### src/sv/gspch_pkg.sv
// Package for the gamepad SPI poll and configure host.
// Holds item types, codes, frame tables and the transmit byte function.
// No dependencies.
package gspch_pkg;

    localparam int POLL_FRAME_BYTES = 9;
    localparam int STORE_N = 8;
    localparam int MAX_FRAME = (POLL_FRAME_BYTES > 9) ? POLL_FRAME_BYTES : 9;
    localparam int IDX_W = $clog2(MAX_FRAME + 1);

    localparam logic [1:0] CMD_CONFIG = 2'd0;
    localparam logic [1:0] CMD_READ   = 2'd1;
    localparam logic [1:0] CMD_BYTE   = 2'd2;

    localparam logic [1:0] ACT_SEND = 2'd1;
    localparam logic [1:0] ACT_END  = 2'd2;

    localparam logic [3:0] ERR_OK    = 4'd0;
    localparam logic [3:0] ERR_LINK  = 4'd1;
    localparam logic [3:0] ERR_SIG   = 4'd2;
    localparam logic [3:0] ERR_POLL1 = 4'd3;
    localparam logic [3:0] ERR_POLL2 = 4'd8;

    localparam logic [1:0] REG_ANALOG_LOCK = 2'd0;
    localparam logic [1:0] REG_RUMBLE      = 2'd1;
    localparam logic [1:0] REG_MAX_ATTEMPT = 2'd2;

    localparam logic [7:0] POLL_SIGNATURE = 8'h5A;
    localparam logic [7:0] ANALOG_ID      = 8'h73;
    localparam logic [7:0] POLL_CMD_BYTE  = 8'h42;
    localparam logic [7:0] HEADER_BYTE    = 8'h01;
    localparam logic [3:0] MAX_ATTEMPTS_RESET = 4'd5;
    localparam logic [7:0] STICK_CENTER   = 8'h80;

    localparam logic [7:0] ENTER_FRAME [9] =
        '{8'h01, 8'h43, 8'h00, 8'h01, 8'h00, 8'h00, 8'h00, 8'h00, 8'h00};
    localparam logic [7:0] ANALOG_FRAME [9] =
        '{8'h01, 8'h44, 8'h00, 8'h01, 8'h03, 8'h00, 8'h00, 8'h00, 8'h00};
    localparam logic [7:0] RUMBLE_FRAME [9] =
        '{8'h01, 8'h4D, 8'h00, 8'h00, 8'h01, 8'h00, 8'h00, 8'h00, 8'h00};
    localparam logic [7:0] EXIT_FRAME [9] =
        '{8'h01, 8'h43, 8'h00, 8'h00, 8'h5A, 8'h5A, 8'h5A, 8'h5A, 8'h5A};

    typedef enum logic [2:0] {
        PH_IDLE,
        PH_POLL1,
        PH_ENTER,
        PH_ANALOG,
        PH_RUMBLE,
        PH_EXIT,
        PH_POLL2,
        PH_READ
    } phase_t;

    typedef struct packed {
        logic [1:0] command;
        logic [7:0] rx_byte;
        logic       link_ok;
        logic       small_motor_on;
        logic [7:0] large_motor_level;
    } in_item_t;

    typedef struct packed {
        logic [1:0]  link_action;
        logic [7:0]  tx_byte;
        logic        done_res;
        logic        success;
        logic [3:0]  error_code;
        logic [15:0] buttons_pressed;
        logic [7:0]  right_stick_x;
        logic [7:0]  right_stick_y;
        logic [7:0]  left_stick_x;
        logic [7:0]  left_stick_y;
        logic [7:0]  controller_id;
        logic        analog_mode;
    } res_item_t;

    typedef struct packed {
        logic      valid0;
        logic      valid1;
        res_item_t res0;
        res_item_t res1;
    } step_t;

    typedef struct packed {
        logic       analog_lock_enable;
        logic       rumble_enable;
        logic [3:0] max_attempts;
    } cfg_t;

    function automatic logic [IDX_W-1:0] frame_len(phase_t ph);
        logic [IDX_W-1:0] len;
        case (ph)
            PH_ENTER:  len = IDX_W'(5);
            PH_ANALOG: len = IDX_W'(9);
            PH_RUMBLE: len = IDX_W'(5);
            PH_EXIT:   len = IDX_W'(9);
            default:   len = IDX_W'(POLL_FRAME_BYTES);
        endcase
        return len;
    endfunction

    function automatic logic [7:0] tx_at(phase_t ph, logic [IDX_W-1:0] i, logic [8:0] motor);
        logic [7:0] b;
        logic       in_tbl;
        in_tbl = (i < IDX_W'(9));
        case (ph)
            PH_ENTER:  b = in_tbl ? ENTER_FRAME[i[3:0]] : 8'h00;
            PH_ANALOG: b = in_tbl ? ANALOG_FRAME[i[3:0]] : 8'h00;
            PH_RUMBLE: b = in_tbl ? RUMBLE_FRAME[i[3:0]] : 8'h00;
            PH_EXIT:   b = in_tbl ? EXIT_FRAME[i[3:0]] : 8'h00;
            default:
            begin
                if (i == IDX_W'(0))
                    b = HEADER_BYTE;
                else if (i == IDX_W'(1))
                    b = POLL_CMD_BYTE;
                else if (i == IDX_W'(3))
                    b = {7'd0, motor[8]};
                else if (i == IDX_W'(4))
                    b = motor[7:0];
                else
                    b = 8'h00;
            end
        endcase
        return b;
    endfunction

endpackage

### src/sv/gspch_core.sv
// Sequencer of the gamepad host: frame phase, byte counter, retries and decode.
// Takes one registered item and gives up to two result items in the same cycle.
// Depends on gspch_pkg.
module gspch_core (
    input  logic                clk,
    input  logic                rst_n,
    input  logic                fire,
    input  gspch_pkg::in_item_t item,
    input  gspch_pkg::cfg_t     cfg,
    output gspch_pkg::step_t    step
);

    gspch_pkg::phase_t              phase_reg, phase_next;
    logic [gspch_pkg::IDX_W-1:0]    idx_reg, idx_next;
    logic [3:0]                     attempt_reg, attempt_next;
    logic [8:0]                     motor_reg, motor_next;
    logic [15:0]                    buttons_reg, buttons_next;
    logic [7:0]                     sticks_reg [4];
    logic [7:0]                     sticks_next [4];
    logic [7:0]                     id_reg, id_next;
    logic                           analog_reg, analog_next;
    logic [7:0]                     store_reg [gspch_pkg::STORE_N];
    logic [7:0]                     store_next [gspch_pkg::STORE_N];
    logic [7:0]                     store_upd [gspch_pkg::STORE_N];

    always_comb
    begin
        logic                        do_fail;
        logic [3:0]                  fail_code;
        logic                        do_begin;
        logic                        begin_slot;
        gspch_pkg::phase_t           begin_ph;
        logic                        end_ok;
        logic [gspch_pkg::IDX_W-1:0] idx_inc;
        logic [3:0]                  limit;
        logic                        is_poll;

        do_fail    = 1'b0;
        fail_code  = gspch_pkg::ERR_OK;
        do_begin   = 1'b0;
        begin_slot = 1'b0;
        begin_ph   = gspch_pkg::PH_POLL1;
        end_ok     = 1'b0;
        idx_inc    = idx_reg + 1'b1;
        limit      = (cfg.max_attempts == 4'd0) ? 4'd1 : cfg.max_attempts;
        is_poll    = (phase_reg == gspch_pkg::PH_POLL1) || (phase_reg == gspch_pkg::PH_POLL2)
                     || (phase_reg == gspch_pkg::PH_READ);

        phase_next   = phase_reg;
        idx_next     = idx_reg;
        attempt_next = attempt_reg;
        motor_next   = motor_reg;
        buttons_next = buttons_reg;
        id_next      = id_reg;
        analog_next  = analog_reg;
        for (int i = 0; i < 4; i++)
            sticks_next[i] = sticks_reg[i];
        for (int i = 0; i < gspch_pkg::STORE_N; i++)
        begin
            store_next[i] = store_reg[i];
            store_upd[i]  = (idx_reg == gspch_pkg::IDX_W'(i + 1)) ? item.rx_byte : store_reg[i];
        end

        step = '0;

        case (item.command)
            gspch_pkg::CMD_CONFIG:
            begin
                motor_next   = 9'd0;
                attempt_next = 4'd1;
                do_begin     = 1'b1;
                begin_ph     = gspch_pkg::PH_POLL1;
            end
            gspch_pkg::CMD_READ:
            begin
                motor_next = {item.small_motor_on, item.large_motor_level};
                do_begin   = 1'b1;
                begin_ph   = gspch_pkg::PH_READ;
            end
            gspch_pkg::CMD_BYTE:
            begin
                if (phase_reg != gspch_pkg::PH_IDLE)
                begin
                    if (!item.link_ok)
                    begin
                        do_fail   = 1'b1;
                        fail_code = gspch_pkg::ERR_LINK;
                    end
                    else
                    begin
                        for (int i = 0; i < gspch_pkg::STORE_N; i++)
                            store_next[i] = store_upd[i];
                        idx_next = idx_inc;
                        if (idx_inc < gspch_pkg::frame_len(phase_reg))
                        begin
                            step.valid0           = 1'b1;
                            step.res0.link_action = gspch_pkg::ACT_SEND;
                            step.res0.tx_byte     = gspch_pkg::tx_at(phase_reg, idx_inc, motor_reg);
                        end
                        else if (is_poll && store_upd[1] != gspch_pkg::POLL_SIGNATURE)
                        begin
                            do_fail = 1'b1;
                            if (phase_reg == gspch_pkg::PH_READ)
                                fail_code = gspch_pkg::ERR_SIG;
                            else if (phase_reg == gspch_pkg::PH_POLL1)
                                fail_code = gspch_pkg::ERR_POLL1;
                            else
                                fail_code = gspch_pkg::ERR_POLL2;
                        end
                        else
                        begin
                            case (phase_reg)
                                gspch_pkg::PH_POLL1:
                                begin
                                    do_begin = 1'b1;
                                    begin_ph = gspch_pkg::PH_ENTER;
                                end
                                gspch_pkg::PH_ENTER:
                                begin
                                    do_begin = 1'b1;
                                    if (cfg.analog_lock_enable)
                                        begin_ph = gspch_pkg::PH_ANALOG;
                                    else if (cfg.rumble_enable)
                                        begin_ph = gspch_pkg::PH_RUMBLE;
                                    else
                                        begin_ph = gspch_pkg::PH_EXIT;
                                end
                                gspch_pkg::PH_ANALOG:
                                begin
                                    do_begin = 1'b1;
                                    begin_ph = cfg.rumble_enable ? gspch_pkg::PH_RUMBLE
                                                                 : gspch_pkg::PH_EXIT;
                                end
                                gspch_pkg::PH_RUMBLE:
                                begin
                                    do_begin = 1'b1;
                                    begin_ph = gspch_pkg::PH_EXIT;
                                end
                                gspch_pkg::PH_EXIT:
                                begin
                                    do_begin = 1'b1;
                                    begin_ph = gspch_pkg::PH_POLL2;
                                end
                                default:
                                begin
                                    end_ok      = 1'b1;
                                    id_next     = store_upd[0];
                                    analog_next = (store_upd[0] == gspch_pkg::ANALOG_ID);
                                    if (phase_reg == gspch_pkg::PH_READ)
                                    begin
                                        buttons_next = ~{store_upd[3], store_upd[2]};
                                        for (int i = 0; i < 4; i++)
                                            sticks_next[i] = store_upd[i + 4];
                                    end
                                end
                            endcase
                            if (do_begin)
                            begin
                                step.valid0           = 1'b1;
                                step.res0.link_action = gspch_pkg::ACT_END;
                                begin_slot            = 1'b1;
                            end
                        end
                    end
                end
            end
            default:
            begin
            end
        endcase

        if (do_fail)
        begin
            step.valid0           = 1'b1;
            step.res0.link_action = gspch_pkg::ACT_END;
            if (phase_reg != gspch_pkg::PH_READ && attempt_reg < limit)
            begin
                attempt_next = attempt_reg + 4'd1;
                do_begin     = 1'b1;
                begin_slot   = 1'b1;
                begin_ph     = gspch_pkg::PH_POLL1;
            end
            else
            begin
                phase_next           = gspch_pkg::PH_IDLE;
                step.res0.done_res   = 1'b1;
                step.res0.error_code = fail_code;
            end
        end

        if (end_ok)
        begin
            phase_next            = gspch_pkg::PH_IDLE;
            step.valid0           = 1'b1;
            step.res0.link_action = gspch_pkg::ACT_END;
            step.res0.done_res    = 1'b1;
            step.res0.success     = 1'b1;
        end

        if (do_begin)
        begin
            phase_next = begin_ph;
            idx_next   = '0;
            for (int i = 0; i < gspch_pkg::STORE_N; i++)
                store_next[i] = 8'h00;
            if (begin_slot)
            begin
                step.valid1           = 1'b1;
                step.res1.link_action = gspch_pkg::ACT_SEND;
                step.res1.tx_byte     = gspch_pkg::tx_at(begin_ph, '0, motor_next);
            end
            else
            begin
                step.valid0           = 1'b1;
                step.res0.link_action = gspch_pkg::ACT_SEND;
                step.res0.tx_byte     = gspch_pkg::tx_at(begin_ph, '0, motor_next);
            end
        end

        step.res0.buttons_pressed = buttons_next;
        step.res0.right_stick_x   = sticks_next[0];
        step.res0.right_stick_y   = sticks_next[1];
        step.res0.left_stick_x    = sticks_next[2];
        step.res0.left_stick_y    = sticks_next[3];
        step.res0.controller_id   = id_next;
        step.res0.analog_mode     = analog_next;
        step.res1.buttons_pressed = buttons_next;
        step.res1.right_stick_x   = sticks_next[0];
        step.res1.right_stick_y   = sticks_next[1];
        step.res1.left_stick_x    = sticks_next[2];
        step.res1.left_stick_y    = sticks_next[3];
        step.res1.controller_id   = id_next;
        step.res1.analog_mode     = analog_next;
    end

    always_ff @(posedge clk or negedge rst_n)
    begin
        if (!rst_n)
        begin
            phase_reg   <= gspch_pkg::PH_IDLE;
            idx_reg     <= '0;
            attempt_reg <= 4'd0;
            motor_reg   <= 9'd0;
            buttons_reg <= 16'd0;
            for (int i = 0; i < 4; i++)
                sticks_reg[i] <= gspch_pkg::STICK_CENTER;
            id_reg      <= 8'd0;
            analog_reg  <= 1'b0;
        end
        else if (fire)
        begin
            phase_reg   <= phase_next;
            idx_reg     <= idx_next;
            attempt_reg <= attempt_next;
            motor_reg   <= motor_next;
            buttons_reg <= buttons_next;
            for (int i = 0; i < 4; i++)
                sticks_reg[i] <= sticks_next[i];
            id_reg      <= id_next;
            analog_reg  <= analog_next;
        end
    end

    always_ff @(posedge clk)
    begin
        if (fire)
        begin
            for (int i = 0; i < gspch_pkg::STORE_N; i++)
                store_reg[i] <= store_next[i];
        end
    end

endmodule

### src/sv/gspch_res_fifo.sv
// Four-entry result queue: takes up to two result items per cycle, gives one.
// Depends on gspch_pkg.
module gspch_res_fifo (
    input  logic                 clk,
    input  logic                 rst_n,
    input  logic                 push0,
    input  logic                 push1,
    input  gspch_pkg::res_item_t item0,
    input  gspch_pkg::res_item_t item1,
    input  logic                 pop,
    output gspch_pkg::res_item_t head,
    output logic                 not_empty,
    output logic                 room2
);

    gspch_pkg::res_item_t entries_reg [4];
    logic [1:0]           wr_reg, wr_next;
    logic [1:0]           rd_reg, rd_next;
    logic [2:0]           count_reg, count_next;
    logic                 do_pop;

    assign not_empty = (count_reg != 3'd0);
    assign room2     = (count_reg <= 3'd2);
    assign head      = entries_reg[rd_reg];
    assign do_pop    = pop && not_empty;

    always_comb
    begin
        wr_next    = wr_reg + {1'b0, push0} + {1'b0, push1};
        rd_next    = rd_reg + {1'b0, do_pop};
        count_next = count_reg + {2'b0, push0} + {2'b0, push1} - {2'b0, do_pop};
    end

    always_ff @(posedge clk or negedge rst_n)
    begin
        if (!rst_n)
        begin
            wr_reg    <= 2'd0;
            rd_reg    <= 2'd0;
            count_reg <= 3'd0;
        end
        else
        begin
            wr_reg    <= wr_next;
            rd_reg    <= rd_next;
            count_reg <= count_next;
        end
    end

    always_ff @(posedge clk)
    begin
        if (push0)
            entries_reg[wr_reg] <= item0;
        if (push1)
            entries_reg[wr_reg + 2'd1] <= item1;
    end

endmodule

### src/sv/gamepad_spi_poll_config_host_unit.sv
// Top level of the gamepad SPI poll and configure host.
// Holds the input register and the configuration registers.
// Depends on gspch_pkg, gspch_core and gspch_res_fifo.

// An item is taken into an input register, worked on by the sequencer once the
// queue has room for two results, and its results, none, one or two, enter a
// four-entry result queue that drives the output port. One item is accepted per
// cycle while the queue has room for two results, so the sustained rate is one
// item per cycle for items that give at most one result and is set by the output
// port, one result per cycle while m_tready is high, when frames end and the next
// one starts. Configuration is written through a plain write port and must only
// change while no command is running.
module gamepad_spi_poll_config_host_unit (
    input  logic        clk,
    input  logic        rst_n,
    input  logic        s_tvalid,
    output logic        s_tready,
    // rx_byte [7:0], link_ok [8], small_motor_on [9], large_motor_level [17:10]
    input  logic [23:0] s_tdata,
    // command [1:0]
    input  logic [1:0]  s_tuser,
    output logic        m_tvalid,
    input  logic        m_tready,
    // tx_byte [7:0], done_res [8], success [9], error_code [13:10],
    // buttons_pressed [29:14], right_stick_x [37:30], right_stick_y [45:38],
    // left_stick_x [53:46], left_stick_y [61:54], controller_id [69:62],
    // analog_mode [70]
    output logic [71:0] m_tdata,
    // link_action [1:0]
    output logic [1:0]  m_tuser,
    input  logic        cfg_write_en,
    input  logic [1:0]  cfg_index,
    input  logic [3:0]  cfg_data
);

    gspch_pkg::in_item_t  in_item_reg;
    logic                 in_valid_reg;
    gspch_pkg::cfg_t      cfg_reg;
    gspch_pkg::step_t     step;
    gspch_pkg::res_item_t head;
    logic                 room2;
    logic                 not_empty;
    logic                 fire;
    logic                 s_accept;

    assign fire     = in_valid_reg && room2;
    assign s_tready = !in_valid_reg || room2;
    assign s_accept = s_tvalid && s_tready;

    always_ff @(posedge clk or negedge rst_n)
    begin
        if (!rst_n)
            in_valid_reg <= 1'b0;
        else if (s_accept)
            in_valid_reg <= 1'b1;
        else if (fire)
            in_valid_reg <= 1'b0;
    end

    always_ff @(posedge clk)
    begin
        if (s_accept)
        begin
            in_item_reg.command           <= s_tuser;
            in_item_reg.rx_byte           <= s_tdata[7:0];
            in_item_reg.link_ok           <= s_tdata[8];
            in_item_reg.small_motor_on    <= s_tdata[9];
            in_item_reg.large_motor_level <= s_tdata[17:10];
        end
    end

    always_ff @(posedge clk or negedge rst_n)
    begin
        if (!rst_n)
        begin
            cfg_reg.analog_lock_enable <= 1'b0;
            cfg_reg.rumble_enable      <= 1'b0;
            cfg_reg.max_attempts       <= gspch_pkg::MAX_ATTEMPTS_RESET;
        end
        else if (cfg_write_en)
        begin
            case (cfg_index)
                gspch_pkg::REG_ANALOG_LOCK: cfg_reg.analog_lock_enable <= cfg_data[0];
                gspch_pkg::REG_RUMBLE:      cfg_reg.rumble_enable      <= cfg_data[0];
                gspch_pkg::REG_MAX_ATTEMPT: cfg_reg.max_attempts       <= cfg_data;
                default:
                begin
                end
            endcase
        end
    end

    gspch_core u_core (
        .clk   (clk),
        .rst_n (rst_n),
        .fire  (fire),
        .item  (in_item_reg),
        .cfg   (cfg_reg),
        .step  (step)
    );

    gspch_res_fifo u_fifo (
        .clk       (clk),
        .rst_n     (rst_n),
        .push0     (fire && step.valid0),
        .push1     (fire && step.valid1),
        .item0     (step.res0),
        .item1     (step.res1),
        .pop       (m_tready),
        .head      (head),
        .not_empty (not_empty),
        .room2     (room2)
    );

    assign m_tvalid = not_empty;
    assign m_tuser  = head.link_action;
    assign m_tdata  = {1'b0, head.analog_mode, head.controller_id, head.left_stick_y,
                       head.left_stick_x, head.right_stick_y, head.right_stick_x,
                       head.buttons_pressed, head.error_code, head.success,
                       head.done_res, head.tx_byte};

endmodule
### config.mk
export PLATFORM = sky130hd
export DESIGN_NAME = gamepad_spi_poll_config_host_unit
export DESIGN_NICKNAME = d
export VERILOG_FILES = /design/src/sv/gspch_pkg.sv /design/src/sv/gspch_core.sv /design/src/sv/gspch_res_fifo.sv /design/src/sv/gamepad_spi_poll_config_host_unit.sv
export SDC_FILE = /design/constraint.sdc
export NUM_CORES = 1
export LEC_CHECK = 0
export BUFFER_PORTS_ARGS = -buffer_cell sky130_fd_sc_hd__buf_2
export CAP_MARGIN = 20
export CORE_ASPECT_RATIO = 1.4
export CORE_MARGIN = 10
export CORE_UTILIZATION = 32
export CTS_BUF_LIST = sky130_fd_sc_hd__clkbuf_2
export DETAILED_ROUTE_END_ITERATION = 8
export PLACE_DENSITY_LB_ADDON = 0.12
export SLEW_MARGIN = 20
export SYNTH_ARGS = -nofsm -noshare
export SYNTH_HDL_FRONTEND = slang
export SYNTH_HIERARCHICAL = 1
export SYNTH_SLANG_ARGS = --single-unit
export TNS_END_PERCENT = 30
### constraint.sdc
create_clock -name clk -period 8.75 [get_ports clk]
set_input_delay 0.4375 -clock clk [delete_from_list [all_inputs] [get_ports clk]]
set_output_delay 0.4375 -clock clk [all_outputs]
set_load 0.005 [all_outputs]
==> run metrics <==
Yosys warnings 6; mapped cell area roughly 24,000 um2; Max Transition Viols Final 0; Post-DP HPWL approximately 35 mm; Root Buffer Master clkbuf_2; Peak Freq ~160 MHz; Seq pwr share between 40 and 50%; RSZ-0062 raised after global routing false; logic gate share of total power just under 30%; largest net degree at the start of global routing between 90 and 100; status completed; synth unique cells 74; GRT overflow 0; first-pass iteration count of the detailed router 5; most frequent cells in the layout edfxtp_1 (376), mux2_2 (189), clkbuf_2 (179); Hold Startpoint cfg_index[1]; WL/cell roughly 21 um; CP Data Arrival Time 6.88 ns; crit start category flip-flop; core box area between 70,000 and 80,000 um2; area grow syn2layout 11.7%; Clk pwr share 24.8%; CP dominant cell by count ha_1; Largest register FFs about 290; CTS buffer count approximately 120; Top Ports roughly 110; Crit path required time approximately 9.6 ns; Sw Pwr around 2300 uW; num rows ~120; Util after Layout 36.1%; Critical Path Fanout Max 48; Final #Nets about 1,800; Worst Setup End Kind flip-flop; Initial Util between 30% and 40%; CP max stage delay between 0.8 and 0.9 ns; initial antenna violation count 1; first-pass GRT wire length about 90 mm; DIE AREA around 85,000 um2; share of post-route cells with drive strength above 1 approximately a third; CP Class reg2reg; drt first-iter violations approximately 690; max-cap viol count 0; Tcrit/Tclk final 69.5%; CTS tree yes; Min-Delay Path Class in2reg; Worst Setup SP u_core/idx_reg[0]; Top FF cell, synth edfxtp_1; Setup violations, final 0; CTS H-tree lvls 3; Final Critical Period ~6.1 ns; vias in the first global route approximately 15,000; DRT Wirelength 60.7 mm; Int Power 4370 uW; Layout Skew 0.0689 ns; Die H between 300 and 400 um; CP bufs+invs 2; sequential fraction of the synthesis area between 50% and 60%; clock sinks roughly 470; die width between 200 and 250 um; Longest Clk Path Bufs 3; power per cell area approximately 250 nW/um2; most common cell after layout, fill and taps aside edfxtp_1; Async SR Flop Fraction ~19%; Reg-to-Reg Start u_core/idx_reg[0]; slowest CP cell nor2_4; post-route ant nets 0; Top delay family on crit path simple AND/OR/NAND/NOR gates; maximum VDD drop roughly 0.15 mV; switching portion of total power 34.2%; crit path cell chain ha_1, xnor2_1, inv_1, ha_1, nor2b_1, o221ai_1, o31ai_1, nor3b_2, a21o_1, and3_1, mux2i_1, nor2_4, buf_12; Final Hold Violating Endpoints 0; LEAKAGE ~0.010 uW; via count 13,700; worst relative slew slack between 20% and 30%; Clk Latency, worst-skew pair roughly 1.2 ns; Clock Pin Slew Worst Setup and Hold Paths about 0.1 ns; Setup Total Neg Slack 0 ns; Post-Synthesis Cells about 1,600; PortBufs between 100 and 150; Post-synth EDFFs between 300 and 400; Worst-Margin Slew about 1.1 ns; gr usage total about 14%; Avg Inst Size Synth 14.4 um2; DRC 0; FF+latch count, synth about 470; via density per instance ~4.8; Filler Cells Inserted ~7,100; gpl congestion between 0.8 and 0.9
==> synth_stat cells (6+ instances only) <==
cell type / count / area [um2]
a21oi_1: 22 / 110
a22o_1: 12 / 105
and2_1: 8 / 50.1
buf_1: 7 / 26.3
buf_2: 34 / 170
buf_4: 96 / 721
buf_6: 16 / 180
clkbuf_1: 29 / 109
dfrtp_1: 85 / 2130
dfstp_2: 6 / 158
edfxtp_1: 376 / 11300
ha_1: 19 / 238
inv_1: 26 / 97.6
mux2_1: 130 / 1460
mux2_2: 189 / 2130
mux2i_1: 44 / 440
mux4_2: 73 / 1640
nand2_1: 151 / 567
nand2b_1: 9 / 56.3
nand3_1: 14 / 70.1
nor2_1: 39 / 146
nor2_2: 20 / 125
nor2b_1: 18 / 113
nor3_1: 6 / 30.0
nor3b_1: 7 / 52.6
o21ai_0: 112 / 561
o21ai_1: 8 / 40.0
==> routing by layer <==
metal	up-vias	track usage (%)	routed length [um]
met5	-	0	0
met4	0	6.21	1950
met3	115	2.40	2270
met2	313	24.7	30500
met1	6817	17.1	25900
li1	6477	-	-
==> final timing paths <==
path	endpoint	slack, ns	cells past startpoint
worst min register to register	u_core/motor_reg[1]	0.48	1
worst max-delay path	u_fifo/entries_reg[1][50]	2.67	13
worst max register to register	u_fifo/entries_reg[1][50]	2.67	13
min in group asynchronous	u_fifo/count_reg[1]	0.29	4
max in group asynchronous	u_core/sticks_reg[14]	7.54	4
worst min-delay path	cfg_reg[3]	0.23	4
==> tightest hold or removal path, cell delays in order <==
cell	delay, ns
buf_2	0.13
nand3b_4	0.11
mux2_4	0.15
dlygate4sd3_1	0.53
==> layout make-up <==
| cell class | instances | area (um2) | area share [%] |
|---|---|---|---|
| antenna | 1 | 2.50 | 0.00950 |
| clock inverter | 42 | 318 | 1.21 |
| timing repair buffer | 195 | 1430 | 5.43 |
| tap | 952 | 1190 | 4.52 |
| sequential | 467 | 13600 | 51.6 |
| inverter | 27 | 103 | 0.389 |
| multi-input combinational | 979 | 8820 | 33.5 |
| clock buffer | 179 | 896 | 3.40 |
==> logic make-up (layout without fill, tap and decap cells) <==
kind of cell / count (synthesis) / count (layout) / share of synthesized area (%)
xor+xnor: 5 / 5 / 0.186
buf+inv: 210 / 443 / 5.56
compound gates: 190 / 190 / 4.72
flops: 467 / 467 / 57.5
mux: 440 / 440 / 24.3
other cells: 2 / 17 / 0.0318
simple gates: 306 / 306 / 6.38
fa+ha+maj: 22 / 22 / 1.26
==> what timing repair did <==
action	CTS	global route
hold buffers	63	0
setup buffers	0	0
endpoints found under the setup margin	0	0
resized for setup	0	0
hold endpoints to repair	139	0
==> power by group through the flow <==
stage | Clock (uW) | Combinational (uW) | Sequential [uW]
2_1_floorplan | 0 | 1310 | 2970
3_3_place_gp | 0 | 1950 | 3120
3_5_place_dp | 0 | 1970 | 3140
4_1_cts | 1750 | 2000 | 3090
5_1_grt | 1850 | 2110 | 3120
6_report | 1650 | 1920 | 3070
==> metrics by stage <==
step	hold slack, ns	setup slack [ns]	power, uW	area (um2)	cells
floorplan	0.142	-0.107	4270	23600	1656
global placement	0.448	2.75	5080	24500	2555
detailed placement	0.454	2.62	5110	24500	2555
CTS	0.0108	2.57	6840	26300	2839
global route	0.122	2.18	7080	26300	2842
finish	0.235	2.67	6640	26300	2842
No activity file was read; power rests on OpenSTA's default activity.
